==> config.mk <==
export PLATFORM = sky130hd
export DESIGN_NAME = pq_power_controller
export DESIGN_NICKNAME = d
export VERILOG_FILES = /design/src/rtl/pqpc_pkg.sv /design/src/rtl/pq_power_controller.sv
export SDC_FILE = /design/constraint.sdc
export NUM_CORES = 2
export LEC_CHECK = 0
export BUFFER_PORTS_ARGS = -buffer_cell sky130_fd_sc_hd__buf_4
export CAP_MARGIN = 25
export CORE_ASPECT_RATIO = 1.5
export CORE_UTILIZATION = 50
export CTS_BUF_LIST = sky130_fd_sc_hd__clkbuf_4
export CTS_CLUSTER_DIAMETER = 150
export CTS_CLUSTER_SIZE = 14
export DETAILED_ROUTE_END_ITERATION = 8
export GPL_TIMING_DRIVEN = 0
export PLACE_DENSITY_LB_ADDON = 0.1
export RECOVER_POWER = 50
export SLEW_MARGIN = 10
export SYNTH_ARGS = -nofsm -noshare
export SYNTH_HDL_FRONTEND = slang
export SYNTH_SLANG_ARGS = --single-unit
==> constraint.sdc <==
create_clock -name i_clk -period 11.89 [get_ports i_clk]
set_input_delay 1.189 -clock i_clk [delete_from_list [all_inputs] [get_ports i_clk]]
set_output_delay 1.189 -clock i_clk [all_outputs]
set_load 0.02 [all_outputs]
==> src/rtl/pqpc_pkg.sv <==
// pqpc_pkg: types, constants, microcode table and arithmetic helpers of the pq power controller
package pqpc_pkg;

    // fixed-point widths
    localparam int SAMPLE_W = 16;
    localparam int WORD_W   = 32;
    localparam int GAIN_W   = 24;
    localparam int PROD_W   = GAIN_W + WORD_W;
    localparam int ACC_W    = PROD_W + 2;
    localparam int FRAC_W   = 16;
    localparam int CFG_IDX_W = 4;

    // default filter gains, Q.16
    localparam int FILTER_INPUT_GAIN_DEF    = 6554;
    localparam int FILTER_FEEDBACK_GAIN_DEF = -58982;

    // configuration register indexes
    localparam logic [CFG_IDX_W-1:0] CFG_ACTIVE_REF        = 4'd0;
    localparam logic [CFG_IDX_W-1:0] CFG_REACTIVE_REF      = 4'd1;
    localparam logic [CFG_IDX_W-1:0] CFG_ACTIVE_GAIN_ERR   = 4'd2;
    localparam logic [CFG_IDX_W-1:0] CFG_ACTIVE_GAIN_PERR  = 4'd3;
    localparam logic [CFG_IDX_W-1:0] CFG_ACTIVE_GAIN_POUT  = 4'd4;
    localparam logic [CFG_IDX_W-1:0] CFG_REACT_GAIN_ERR    = 4'd5;
    localparam logic [CFG_IDX_W-1:0] CFG_REACT_GAIN_PERR   = 4'd6;
    localparam logic [CFG_IDX_W-1:0] CFG_REACT_GAIN_POUT   = 4'd7;

    // item commands
    localparam logic CMD_MEASURE = 1'b0;
    localparam logic CMD_CONTROL = 1'b1;

    // input word
    typedef struct packed {
        logic                       command;
        logic signed [SAMPLE_W-1:0] volt_alpha;
        logic signed [SAMPLE_W-1:0] volt_beta;
        logic signed [SAMPLE_W-1:0] amp_alpha;
        logic signed [SAMPLE_W-1:0] amp_beta;
    } t_in_word;

    // output word
    typedef struct packed {
        logic signed [WORD_W-1:0] p_filtered;
        logic signed [WORD_W-1:0] q_filtered;
        logic signed [WORD_W-1:0] direct_current;
        logic signed [WORD_W-1:0] quadrature_current;
    } t_out_word;

    // multiplier operand a: samples, filter gains, loop gains
    typedef enum logic [3:0] {
        A_VA, A_VB, A_KIN, A_KFB,
        A_KEP, A_KPEP, A_KPOP, A_KEQ, A_KPEQ, A_KPOQ
    } t_asel;

    // multiplier operand b: samples and stored words
    typedef enum logic [3:0] {
        B_IA, B_IB, B_TMP, B_FA, B_FQ,
        B_ERRP, B_ERRQ, B_PERRP, B_PERRQ, B_PID, B_PIQ
    } t_bsel;

    // accumulator operation on the registered product
    typedef enum logic [1:0] {
        ACC_NONE, ACC_LOAD, ACC_ADD, ACC_SUB
    } t_acc_op;

    // writeback of the rounded accumulator
    typedef enum logic [2:0] {
        WB_NONE, WB_TMP, WB_FA, WB_FQ, WB_ERR, WB_ID, WB_IQ
    } t_wb;

    // program layout
    localparam int PROG_LEN = 19;
    localparam int PC_W     = $clog2(PROG_LEN);
    localparam logic [PC_W-1:0] PC_MEASURE = 5'd0;
    localparam logic [PC_W-1:0] PC_CONTROL = 5'd10;

    // one control word
    typedef struct packed {
        t_asel           a;
        t_bsel           b;
        t_acc_op         acc;
        t_wb             wb;
        logic            br_ctl;
        logic [PC_W-1:0] tgt;
        logic            done;
    } t_uop;

    // microcode: the multiply of a step is accumulated one step later, and
    // writeback takes the accumulator as it stood at the start of the step
    function automatic t_uop uop_rom(input logic [PC_W-1:0] pc);
        t_uop u;
        u = '{a: A_VA, b: B_IA, acc: ACC_NONE, wb: WB_NONE,
              br_ctl: 1'b0, tgt: PC_MEASURE, done: 1'b0};
        case (pc)
            // measure: p and q products, then both filters
            5'd0:  begin u.a = A_VA;  u.b = B_IA; u.br_ctl = 1'b1; u.tgt = PC_CONTROL; end
            5'd1:  begin u.a = A_VB;  u.b = B_IB;  u.acc = ACC_LOAD; end
            5'd2:  begin u.a = A_VB;  u.b = B_IA;  u.acc = ACC_ADD; end
            5'd3:  begin u.a = A_VA;  u.b = B_IB;  u.acc = ACC_LOAD; u.wb = WB_TMP; end
            5'd4:  begin u.a = A_KIN; u.b = B_TMP; u.acc = ACC_SUB; end
            5'd5:  begin u.a = A_KFB; u.b = B_FA;  u.acc = ACC_LOAD; u.wb = WB_TMP; end
            5'd6:  begin u.a = A_KIN; u.b = B_TMP; u.acc = ACC_ADD; end
            5'd7:  begin u.a = A_KFB; u.b = B_FQ;  u.acc = ACC_LOAD; u.wb = WB_FA; end
            5'd8:  begin u.acc = ACC_ADD; end
            5'd9:  begin u.wb = WB_FQ; u.done = 1'b1; end
            // control: errors, then the two compensators
            5'd10: begin u.wb = WB_ERR; end
            5'd11: begin u.a = A_KEP;  u.b = B_ERRP; end
            5'd12: begin u.a = A_KPEP; u.b = B_PERRP; u.acc = ACC_LOAD; end
            5'd13: begin u.a = A_KPOP; u.b = B_PID;   u.acc = ACC_ADD; end
            5'd14: begin u.a = A_KEQ;  u.b = B_ERRQ;  u.acc = ACC_SUB; end
            5'd15: begin u.a = A_KPEQ; u.b = B_PERRQ; u.acc = ACC_LOAD; u.wb = WB_ID; end
            5'd16: begin u.a = A_KPOQ; u.b = B_PIQ;   u.acc = ACC_ADD; end
            5'd17: begin u.acc = ACC_SUB; end
            5'd18: begin u.wb = WB_IQ; u.done = 1'b1; end
            default: begin u.done = 1'b1; end
        endcase
        return u;
    endfunction

    // drop 16 fraction bits rounding half up, then saturate to 32 bits
    function automatic logic [WORD_W-1:0] rnd_sat(input logic signed [ACC_W-1:0] acc);
        logic signed [ACC_W-1:0]        biased;
        logic signed [ACC_W-FRAC_W-1:0] shifted;
        logic [WORD_W-1:0]              res;
        biased  = acc + ACC_W'(1 << (FRAC_W - 1));
        shifted = biased[ACC_W-1:FRAC_W];
        if (shifted[ACC_W-FRAC_W-1:WORD_W-1] == '0 ||
            shifted[ACC_W-FRAC_W-1:WORD_W-1] == '1) begin
            res = shifted[WORD_W-1:0];
        end else if (shifted[ACC_W-FRAC_W-1]) begin
            res = {1'b1, {(WORD_W-1){1'b0}}};
        end else begin
            res = {1'b0, {(WORD_W-1){1'b1}}};
        end
        return res;
    endfunction

    // saturated difference of two 32-bit words
    function automatic logic [WORD_W-1:0] sat_diff(input logic [WORD_W-1:0] a,
                                                   input logic [WORD_W-1:0] b);
        logic [WORD_W:0]   d;
        logic [WORD_W-1:0] res;
        d = {a[WORD_W-1], a} - {b[WORD_W-1], b};
        if (d[WORD_W] == d[WORD_W-1]) begin
            res = d[WORD_W-1:0];
        end else if (d[WORD_W]) begin
            res = {1'b1, {(WORD_W-1){1'b0}}};
        end else begin
            res = {1'b0, {(WORD_W-1){1'b1}}};
        end
        return res;
    endfunction

endpackage

==> src/rtl/pq_power_controller.sv <==
// pq_power_controller: microcoded p/q power filter and current compensator
//
// Input channel (i_in_valid / o_in_stall / i_in_data) takes one word per item.
// A measure word (command 0) carries alpha-beta voltage and current; the
// block forms p and q, filters both and keeps the filtered powers. A control
// word (command 1) runs the active and reactive compensators on reference
// minus filtered power and updates the direct and quadrature current commands.
// Every item gives exactly one output word (o_out_valid / i_out_stall /
// o_out_data) holding the two filtered powers and the two current commands.
// One shared 24x32 multiplier, stepped by a microcode table, does all
// products: an item occupies the sequencer for 10 steps, and no new item is
// taken until it has finished. The output register lets the next item enter
// while a result waits; if the receiver keeps stalling, the last step of
// that next item holds until the waiting word is taken. Configuration
// (i_cfg_valid / o_cfg_ready) is always ready; the user must see that it is
// written only while the block is idle, which the block itself does not
// enforce. Synchronous active-low reset clears the configuration registers,
// sequencer and controller state to zero and empties the output register.
module pq_power_controller #(
    parameter int FILTER_INPUT_GAIN    = pqpc_pkg::FILTER_INPUT_GAIN_DEF,
    parameter int FILTER_FEEDBACK_GAIN = pqpc_pkg::FILTER_FEEDBACK_GAIN_DEF
) (
    input  logic                             i_clk,
    input  logic                             i_rst_n,
    input  logic                             i_in_valid,
    output logic                             o_in_stall,
    input  pqpc_pkg::t_in_word               i_in_data,
    output logic                             o_out_valid,
    input  logic                             i_out_stall,
    output pqpc_pkg::t_out_word              o_out_data,
    input  logic                             i_cfg_valid,
    output logic                             o_cfg_ready,
    input  logic [pqpc_pkg::CFG_IDX_W-1:0]   i_cfg_index,
    input  logic [pqpc_pkg::WORD_W-1:0]      i_cfg_data
);

    localparam int W  = pqpc_pkg::WORD_W;
    localparam int GW = pqpc_pkg::GAIN_W;
    localparam int SW = pqpc_pkg::SAMPLE_W;
    localparam int PW = pqpc_pkg::PROD_W;
    localparam int AW = pqpc_pkg::ACC_W;
    localparam int FbNeg = -FILTER_FEEDBACK_GAIN;
    localparam logic signed [GW-1:0] KIN = GW'(FILTER_INPUT_GAIN);
    localparam logic signed [GW-1:0] KFB = GW'(FbNeg);

    // configuration registers
    logic [W-1:0]  r_pref, r_qref;
    logic [GW-1:0] r_kep, r_kpep, r_kpop, r_keq, r_kpeq, r_kpoq;

    // sequencer and datapath registers
    logic                     r_busy;
    logic [pqpc_pkg::PC_W-1:0] r_pc;
    pqpc_pkg::t_in_word       r_in;
    logic signed [PW-1:0]     r_prod;
    logic signed [AW-1:0]     r_acc;
    logic [W-1:0]             r_tmp;
    logic [W-1:0]             r_fa, r_fq, r_err_p, r_err_q;
    logic [W-1:0]             r_perr_p, r_perr_q, r_id, r_iq;
    logic                     r_out_valid;
    pqpc_pkg::t_out_word      r_out;

    pqpc_pkg::t_uop           uop;
    logic                     in_acc, out_acc, step_en;
    logic signed [GW-1:0]     op_a;
    logic signed [W-1:0]      op_b;
    logic signed [AW-1:0]     prod_ext;
    logic [W-1:0]             wb_val;
    logic [W-1:0]             n_fa, n_fq, n_id, n_iq;

    // handshakes
    assign o_in_stall  = r_busy;
    assign o_cfg_ready = 1'b1;
    assign o_out_valid = r_out_valid;
    assign o_out_data  = r_out;
    assign in_acc  = i_in_valid && !r_busy;
    assign out_acc = r_out_valid && !i_out_stall;

    // current control word; the final step waits for a free output register
    assign uop     = pqpc_pkg::uop_rom(r_pc);
    assign step_en = r_busy && !(uop.done && r_out_valid && i_out_stall);

    // operand a select
    always_comb begin
        case (uop.a)
            pqpc_pkg::A_VA:   op_a = {{(GW-SW){r_in.volt_alpha[SW-1]}}, r_in.volt_alpha};
            pqpc_pkg::A_VB:   op_a = {{(GW-SW){r_in.volt_beta[SW-1]}}, r_in.volt_beta};
            pqpc_pkg::A_KIN:  op_a = KIN;
            pqpc_pkg::A_KFB:  op_a = KFB;
            pqpc_pkg::A_KEP:  op_a = r_kep;
            pqpc_pkg::A_KPEP: op_a = r_kpep;
            pqpc_pkg::A_KPOP: op_a = r_kpop;
            pqpc_pkg::A_KEQ:  op_a = r_keq;
            pqpc_pkg::A_KPEQ: op_a = r_kpeq;
            pqpc_pkg::A_KPOQ: op_a = r_kpoq;
            default:          op_a = '0;
        endcase
    end

    // operand b select
    always_comb begin
        case (uop.b)
            pqpc_pkg::B_IA:    op_b = {{(W-SW){r_in.amp_alpha[SW-1]}}, r_in.amp_alpha};
            pqpc_pkg::B_IB:    op_b = {{(W-SW){r_in.amp_beta[SW-1]}}, r_in.amp_beta};
            pqpc_pkg::B_TMP:   op_b = r_tmp;
            pqpc_pkg::B_FA:    op_b = r_fa;
            pqpc_pkg::B_FQ:    op_b = r_fq;
            pqpc_pkg::B_ERRP:  op_b = r_err_p;
            pqpc_pkg::B_ERRQ:  op_b = r_err_q;
            pqpc_pkg::B_PERRP: op_b = r_perr_p;
            pqpc_pkg::B_PERRQ: op_b = r_perr_q;
            pqpc_pkg::B_PID:   op_b = r_id;
            pqpc_pkg::B_PIQ:   op_b = r_iq;
            default:           op_b = '0;
        endcase
    end

    // rounded, saturated accumulator and next values of the stored words
    assign prod_ext = {{(AW-PW){r_prod[PW-1]}}, r_prod};
    assign wb_val   = pqpc_pkg::rnd_sat(r_acc);
    always_comb begin
        n_fa = r_fa;
        n_fq = r_fq;
        n_id = r_id;
        n_iq = r_iq;
        case (uop.wb)
            pqpc_pkg::WB_FA: n_fa = wb_val;
            pqpc_pkg::WB_FQ: n_fq = wb_val;
            pqpc_pkg::WB_ID: n_id = wb_val;
            pqpc_pkg::WB_IQ: n_iq = wb_val;
            default: ;
        endcase
    end

    // configuration writes
    always_ff @(posedge i_clk) begin
        if (!i_rst_n) begin
            r_pref <= '0;
            r_qref <= '0;
            r_kep  <= '0;
            r_kpep <= '0;
            r_kpop <= '0;
            r_keq  <= '0;
            r_kpeq <= '0;
            r_kpoq <= '0;
        end else if (i_cfg_valid) begin
            case (i_cfg_index)
                pqpc_pkg::CFG_ACTIVE_REF:       r_pref <= i_cfg_data;
                pqpc_pkg::CFG_REACTIVE_REF:     r_qref <= i_cfg_data;
                pqpc_pkg::CFG_ACTIVE_GAIN_ERR:  r_kep  <= i_cfg_data[GW-1:0];
                pqpc_pkg::CFG_ACTIVE_GAIN_PERR: r_kpep <= i_cfg_data[GW-1:0];
                pqpc_pkg::CFG_ACTIVE_GAIN_POUT: r_kpop <= i_cfg_data[GW-1:0];
                pqpc_pkg::CFG_REACT_GAIN_ERR:   r_keq  <= i_cfg_data[GW-1:0];
                pqpc_pkg::CFG_REACT_GAIN_PERR:  r_kpeq <= i_cfg_data[GW-1:0];
                pqpc_pkg::CFG_REACT_GAIN_POUT:  r_kpoq <= i_cfg_data[GW-1:0];
                default: ;
            endcase
        end
    end

    // step counter with conditional jump on the item command
    always_ff @(posedge i_clk) begin
        if (!i_rst_n) begin
            r_busy <= 1'b0;
            r_pc   <= pqpc_pkg::PC_MEASURE;
        end else if (in_acc) begin
            r_busy <= 1'b1;
            r_pc   <= pqpc_pkg::PC_MEASURE;
        end else if (step_en) begin
            if (uop.done) begin
                r_busy <= 1'b0;
            end else if (uop.br_ctl && r_in.command == pqpc_pkg::CMD_CONTROL) begin
                r_pc <= uop.tgt;
            end else begin
                r_pc <= r_pc + 1'b1;
            end
        end
    end

    // input word capture
    always_ff @(posedge i_clk) begin
        if (in_acc) begin
            r_in <= i_in_data;
        end
    end

    // multiplier and accumulator
    always_ff @(posedge i_clk) begin
        if (step_en) begin
            r_prod <= op_a * op_b;
            case (uop.acc)
                pqpc_pkg::ACC_LOAD: r_acc <= prod_ext;
                pqpc_pkg::ACC_ADD:  r_acc <= r_acc + prod_ext;
                pqpc_pkg::ACC_SUB:  r_acc <= r_acc - prod_ext;
                default: ;
            endcase
            if (uop.wb == pqpc_pkg::WB_TMP) begin
                r_tmp <= wb_val;
            end
        end
    end

    // controller state
    always_ff @(posedge i_clk) begin
        if (!i_rst_n) begin
            r_fa     <= '0;
            r_fq     <= '0;
            r_err_p  <= '0;
            r_err_q  <= '0;
            r_perr_p <= '0;
            r_perr_q <= '0;
            r_id     <= '0;
            r_iq     <= '0;
        end else if (step_en) begin
            r_fa <= n_fa;
            r_fq <= n_fq;
            r_id <= n_id;
            r_iq <= n_iq;
            if (uop.wb == pqpc_pkg::WB_ERR) begin
                r_err_p <= pqpc_pkg::sat_diff(r_pref, r_fa);
                r_err_q <= pqpc_pkg::sat_diff(r_qref, r_fq);
            end
            // prior errors move once their old value has been multiplied
            if (uop.wb == pqpc_pkg::WB_ID) begin
                r_perr_p <= r_err_p;
            end
            if (uop.wb == pqpc_pkg::WB_IQ) begin
                r_perr_q <= r_err_q;
            end
        end
    end

    // output register
    always_ff @(posedge i_clk) begin
        if (!i_rst_n) begin
            r_out_valid <= 1'b0;
        end else if (step_en && uop.done) begin
            r_out_valid <= 1'b1;
        end else if (out_acc) begin
            r_out_valid <= 1'b0;
        end
    end

    always_ff @(posedge i_clk) begin
        if (step_en && uop.done) begin
            r_out.p_filtered         <= n_fa;
            r_out.q_filtered         <= n_fq;
            r_out.direct_current     <= n_id;
            r_out.quadrature_current <= n_iq;
        end
    end

    // a waiting result is never overwritten by the next item
    a_no_overwrite: assert property (@(posedge i_clk) disable iff (!i_rst_n)
        (r_out_valid && i_out_stall) |=> $stable(r_out))
        else $error("output word overwritten while stalled");

    // the step counter stays inside the program while busy
    a_pc_range: assert property (@(posedge i_clk) disable iff (!i_rst_n)
        r_busy |-> (r_pc < pqpc_pkg::PC_W'(pqpc_pkg::PROG_LEN)))
        else $error("step counter outside the program");

    // the final step of an item always presents a result
    a_done_out: assert property (@(posedge i_clk) disable iff (!i_rst_n)
        (step_en && uop.done) |=> (r_out_valid && !r_busy))
        else $error("finished item gave no result");

    // stored state only moves while an item is being worked
    a_idle_hold: assert property (@(posedge i_clk) disable iff (!i_rst_n)
        !r_busy |=> ($stable(r_fa) && $stable(r_fq) && $stable(r_id) && $stable(r_iq)))
        else $error("controller state changed while idle");

endmodule

Word-level counts from Yosys, hierarchy flattened

Cells that the tools add are included.

Flip-flop bits (word level): 810
Bits in latches: 0
Bits in writable memories: 0
Bits in read-only memories: 0
Input bits: 106
Output and inout bits: 131
Logic and storage cells: 161
Memories kept: 0

Add/sub/neg operators: 6
Multipliers: 1
Div/mod/pow operators: 0
$lt $le $gt $ge: 0
Eq/ne operators: 57
Shifts and indexed selects: 0
Multiplexer cells: 24
Bitwise gates (word level): 1
Reductions and logical operators: 41

Operators with widths:

| cell                                                                  | count |
|---|---|
| 32-bit case mux with 11 select lines                                  | 1 |
| 32-bit 2-to-1 mux                                                     | 10 |
| 24-bit case mux with 10 select lines                                  | 1 |
| 58-bit case mux with 3 select lines                                   | 1 |
| 8-bit case mux with 12 select lines                                   | 1 |
| 32-bit by 32-bit subtractor with 33-bit output                        | 2 |
| 58-bit by 17-bit adder with 58-bit output, second input constant      | 1 |
| 58-bit by 56-bit adder with 58-bit output                             | 1 |
| 58-bit by 56-bit subtractor with 58-bit output                        | 1 |
| 24-bit by 32-bit multiplier with 56-bit output                        | 1 |
| 4-bit by 3-bit equality test with 1-bit output, second input constant | 12 |
| 5-bit by 4-bit equality test with 1-bit output, second input constant | 8 |
| 2-bit AND reduction                                                   | 15 |
| 4-bit by 2-bit equality test with 1-bit output, second input constant | 6 |
| 4-bit equality test, second input constant                            | 5 |
| 5-bit by 3-bit equality test with 1-bit output, second input constant | 4 |
| 3-bit case mux with 6 select lines                                    | 1 |
| 17-bit OR reduction                                                   | 1 |
| 5-bit equality test, second input constant                            | 3 |
| 4-bit by 1-bit equality test with 1-bit output, second input constant | 3 |
| 4-bit zero test                                                       | 3 |
| 11-bit equality test, second input constant                           | 1 |
| 11-bit zero test                                                      | 1 |
| 5-bit by 2-bit equality test with 1-bit output, second input constant | 2 |
| other kinds (24)                                                      | 45 |

Depth between registers and ports, before layout

Depth in word-level cells: 9
Mapped depth: 45
Gate-level depth less buffers: 39

Worst setup path after synthesis

Ideal clock, no wire load.

Path kind: reg-to-reg
Start point: register r_pc[1] (netlist name)
End point: register r_prod[43] (data pin)
Library setup time: 0.259 ns
Arrival time: 9.831 ns
Data required time: 11.631 ns
Path slack: 1.800 ns
Cell stages (with the launch flop): 39
Path buffers: 5
Clock period less this slack: 10.090 ns
Cells stage by stage: dfxtp_1 inv_1 ha_1 clkbuf_1 or3_1 nand2_1 a221o_1 and2_1 clkbuf_1 clkbuf_1 buf_2 mux2i_1 o22ai_1 a211oi_2 clkbuf_1 nor2_1 fa_1 inv_1 (+3 left out) fa_1 fa_1 fa_1 inv_1 fa_1 inv_1 ha_1 and3_1 a221o_1 a31o_2 a221o_1 a31oi_1 o311ai_0 a2111o_1 a31oi_1 o21ai_0 a21oi_1 xnor2_1

Word-level cells in the longest chain between the ends: 6
Elaborated cells on any way between the ends: 39
Classes of those cells: mul (1); eq/ne (32); mux (3); reduce/logical (3)

RTL lines:

| item                                                                                                | line                                                  | source |
|---|---|---|
| from (decl)                                                                                         | pq_power_controller.sv:52                             | `logic [pqpc_pkg::PC_W-1:0] r_pc;` |
| from (signal assigned)                                                                              | pq_power_controller.sv:164                            | `r_pc <= pqpc_pkg::PC_MEASURE;` |
| from (signal assigned)                                                                              | pq_power_controller.sv:167                            | `r_pc <= pqpc_pkg::PC_MEASURE;` |
| from (signal assigned)                                                                              | pq_power_controller.sv:172                            | `r_pc <= uop.tgt;` |
| 5-bit by 3-bit equality test with 1-bit output                                                      | pqpc_pkg.sv:93                                        | `case (pc)` |
| 2-bit OR reduction (no source line)                                                                 | n/a                                                   |  |
| 8-bit case mux with 12 select lines (*)                                                             | pqpc_pkg.sv:93                                        |  |
| 4-bit equality test, or another cell as far along                                                   | pq_power_controller.sv:101                            | `case (uop.b)` |
| 32-bit case mux with 11 select lines / 24-bit case mux with 10 select lines (equally long branches) | pq_power_controller.sv:101, pq_power_controller.sv:84 |  |
| 24-bit by 32-bit multiplier with 56-bit output (*)                                                  | pq_power_controller.sv:189                            | `r_prod <= op_a * op_b;` |
| to (signal assigned)                                                                                | pq_power_controller.sv:189                            |  |
| to (decl)                                                                                           | pq_power_controller.sv:54                             | `logic signed [PW-1:0] r_prod;` |

Every way passes the cells marked *; elsewhere a longest branch is shown, timed or not.
A chain may end at the register's enable or synchronous reset.

Final worst setup path

Start point: register r_pc[2] (netlist name)
End point: register r_prod[52] (data pin)

Same word-level chain as after synthesis.

==> metrics <==
clk root buf clkbuf_4; Tmin final between 10 and 15 ns; CP top delay family adder cells; violated checks capacitance limit, slew limit; DRT iter0 DRCs 5647; Mapped Cells ~7600; first-pass GRT wire length ~400000 µm; worst r2r path cells 36; num rows between 150 and 200; Starting Density roughly half; CP Max Fanout 10; Hold Fails Final Rpt 0; die footprint ~0.14 mm²; Worst Path Required ~13 ns; chip height approximately 460 µm; IO Pins approximately 240; DRC Markers 0; critical path's largest stage delay approximately 0.73 ns; Non-Filler Instances just under 10000; hold_buf cts 0; Final Cycle Share a little over nine tenths; layout cells sized above 1 under 10%; post-synthesis register bit count 810; Fillers approximately 13000; Pre-antenna DRT Iters 7; CTS tree yes; final setup vio count 0; Mapped Avg Cell Area 9.007 µm²; Worst Setup Start Kind flip-flop; R2R Path Start r_pc[2]$_SDFFE_PP0P_; Worst-path clk slew 0.20 ns; PnR worst setup slack around 0.14 ns; Die X approximately 300 µm; Mapped Area approximately 0.069 mm²; Synth top area share between 20% and 30%; GRT overflow 0; DPL Wire Length between 200000 and 250000 µm; FF-to-FF setup slack 0.14 ns; placed insts just under 10000; Clock Tree Buf Depth 3; FF-to-FF End r_prod[52]$_DFFE_PP_; via/cell ratio between 6 and 7; Warnings, synthesis 0; share of the yosys chip area belonging to registers 28.54%; post-synthesis net count between 8000 and 9000; final net count 9130; main combinational cell family by area after synthesis adder cells; max_cap viols 5; Slew headroom -29.99%; WP depth 36; Hold Crit Class input pin to flip-flop; worst hold path depth 1; measured slew at the worst slew-check pin approximately 1.9 ns; Crit path top cell by count fa_1; WHS Endpoint r_in[27]$_DFFE_PP_; post-synth cell types 86; drt total wl 283500 µm; Storage cell area approximately 0.02 mm²; Worst-Skew Late Latency 1.24 ns; Synth Flop Type dfxtp_1; Multi-input gate area around 0.044 mm²; multiplexer share of the synthesized area 0.5263%; f_max roughly 0.085 GHz; xor/xnor cell area share of the yosys netlist 3.213%; DR WL/cell 28.99 µm; hold_sp i_in_data[27]; largest cells by area after synthesis fa_1 (23%), edfxtp_1 (15%), dfxtp_1 (14%); core area 0.1365 mm²; total number of vias between 50000 and 60000; critical path capture point type flip-flop; EDFF count, synth ~340; clk_skew around 0.21 ns; final setup TNS 0 ns; area delta synth->final 8.121%; Num CTS Buffers 68; critical path type flip-flop to flip-flop; Compound-Gate Fraction of Synth Area 16.33%; largest net degree at the start of global routing 62; ys async rst share 0%; CTS H-tree depth 3; vias in the first global route 59080; total track usage 40.99%; Final Max Slew Viols 95; status finished with violations; Post-DRT Antenna Nets 0; worst slack, placed -2.186 ns; Worst Path Buf+Inv 8; CP arrival around 13 ns; port bufs 211; largest area contributor in the netlist fa_1; CTS Sinks between 800 and 900; post-synthesis simple-gate area fraction about 15%; initial antenna violation count 19; slowest CP cell a221oi_1; GPL Wtd Cong 1.044; adder-cell share of the synthesized area 28.52%
[metal layers]
| layer | part of all wire, % | global-route usage (%) | wire length, µm |
|---|---|---|---|
| met4 | 12 | 38.55 | 33320 |
| met5 | 0.035 | 0 | 100 |
| met3 | 8.0 | 8.654 | 22750 |
| met2 | 46 | 65.67 | 129700 |
| met1 | 34 | 45.37 | 97620 |
[worst register-to-register path: cells and delay by family, from the launching register on]
kind / cells / cell delay, ns
DFF: 1 / 0.44
adders and majority gates: 9 / 3.87
AOI/OAI and AO/OA: 9 / 3.11
and+or+nand+nor: 9 / 2.22
buffers and inverters: 8 / 1.64
xor gates and xnor gates: 1 / 0.29
[synthesized netlist by cell type, types with 54 or more instances]
master    number
xor2_1       112
dfxtp_1      471
nor3_1        65
clkbuf_1     359
a21oi_1      376
ha_1         277
edfxtp_1     339
and2_1        58
xnor2_1      140
a31oi_1       54
a21o_1        79
nand3_1      108
a21boi_0     276
and3_1        62
o21ai_0      301
inv_1        992
fa_1         787
nor2_1       379
a22oi_1       86
nand2_1     1383
a22o_1       216
[timing repair]
action	CTS	global route
pin swaps	14	6
setup buffers	28	9
cloned	0	0
gates resized for setup	172	98
endpoints found under the setup margin	38	22
[area by class of cell]
class	count	area share, %
timing repair buffer	279	2.377
inverter	993	5.021
multi-input combinational	5369	59.25
clock buffer	104	1.051
sequential	810	26.40
antenna	12	0.04043
buffer	439	2.749
clock inverter	9	0.1398
tap	1764	2.971
[placed cells by master (no fill, tap or decap), types with 25 or more instances in the layout]
cell type  instances
buf_2             40
nand2_1         1371
buf_4            100
clkbuf_2          82
a21oi_1          367
ha_1             276
a221oi_1          33
o21ai_0          300
maj3_1            37
dfxtp_1          471
o21a_1            26
clkbuf_4         185
o21bai_1          25
fa_1             786
nand2b_1          42
nor3_1            55
a31oi_1           53
nor2b_1           34
nor2_1           368
a22o_1           215
a22oi_1           80
clkbuf_1         384
mux2i_1           26
inv_1            992
and3_1            54
nand4_1           42
a21boi_0         276
edfxtp_1         339
a21o_1            79
nand3_1           91
xor2_1           112
xnor2_1          140
and2_1            56
[logic make-up (layout without fill, tap and decap cells)]
family          after synthesis  in the layout
other cells                   1             13
mux                          33             33
fa+ha+maj                  1101           1101
flops                       810            810
simple gates               2318           2318
compound gates             1664           1664
buf+inv                    1449           1824
xor+xnor                    252            252
[through the flow]
stage	cell area (µm²)	util [%]	hold WS [ns]
2_1_floorplan	68700	-	0.4405
3_3_place_gp	72490	53.12	0.4500
3_5_place_dp	72930	53.44	0.4572
4_1_cts	74460	54.56	0.07967
5_1_grt	74270	54.43	0.1313
6_report	74280	54.44	0.1431
[sequential cells by signal, summed over array words and instances, names as in the netlist, 56 cells and up]
signal	cells
r_in	65
o_out_data	128
r_acc	58
r_prod	56
[worst max path at each step]
stage	from	endpoint
after floorplan	r_pc[1]$_SDFFE_PP0P_	r_prod[43]$_DFFE_PP_
after global placement	r_pc[2]$_SDFFE_PP0P_	r_prod[43]$_DFFE_PP_
after detailed placement	r_pc[2]$_SDFFE_PP0P_	r_prod[43]$_DFFE_PP_
after CTS	r_pc[3]$_SDFFE_PP0P_	r_prod[52]$_DFFE_PP_
after global routing	r_pc[1]$_SDFFE_PP0P_	r_prod[43]$_DFFE_PP_
final	r_pc[2]$_SDFFE_PP0P_	r_prod[52]$_DFFE_PP_
Power is left out: the tool's default activity adds up to more than one toggle a clock period on the data nets, which glitch-free logic cannot reach.
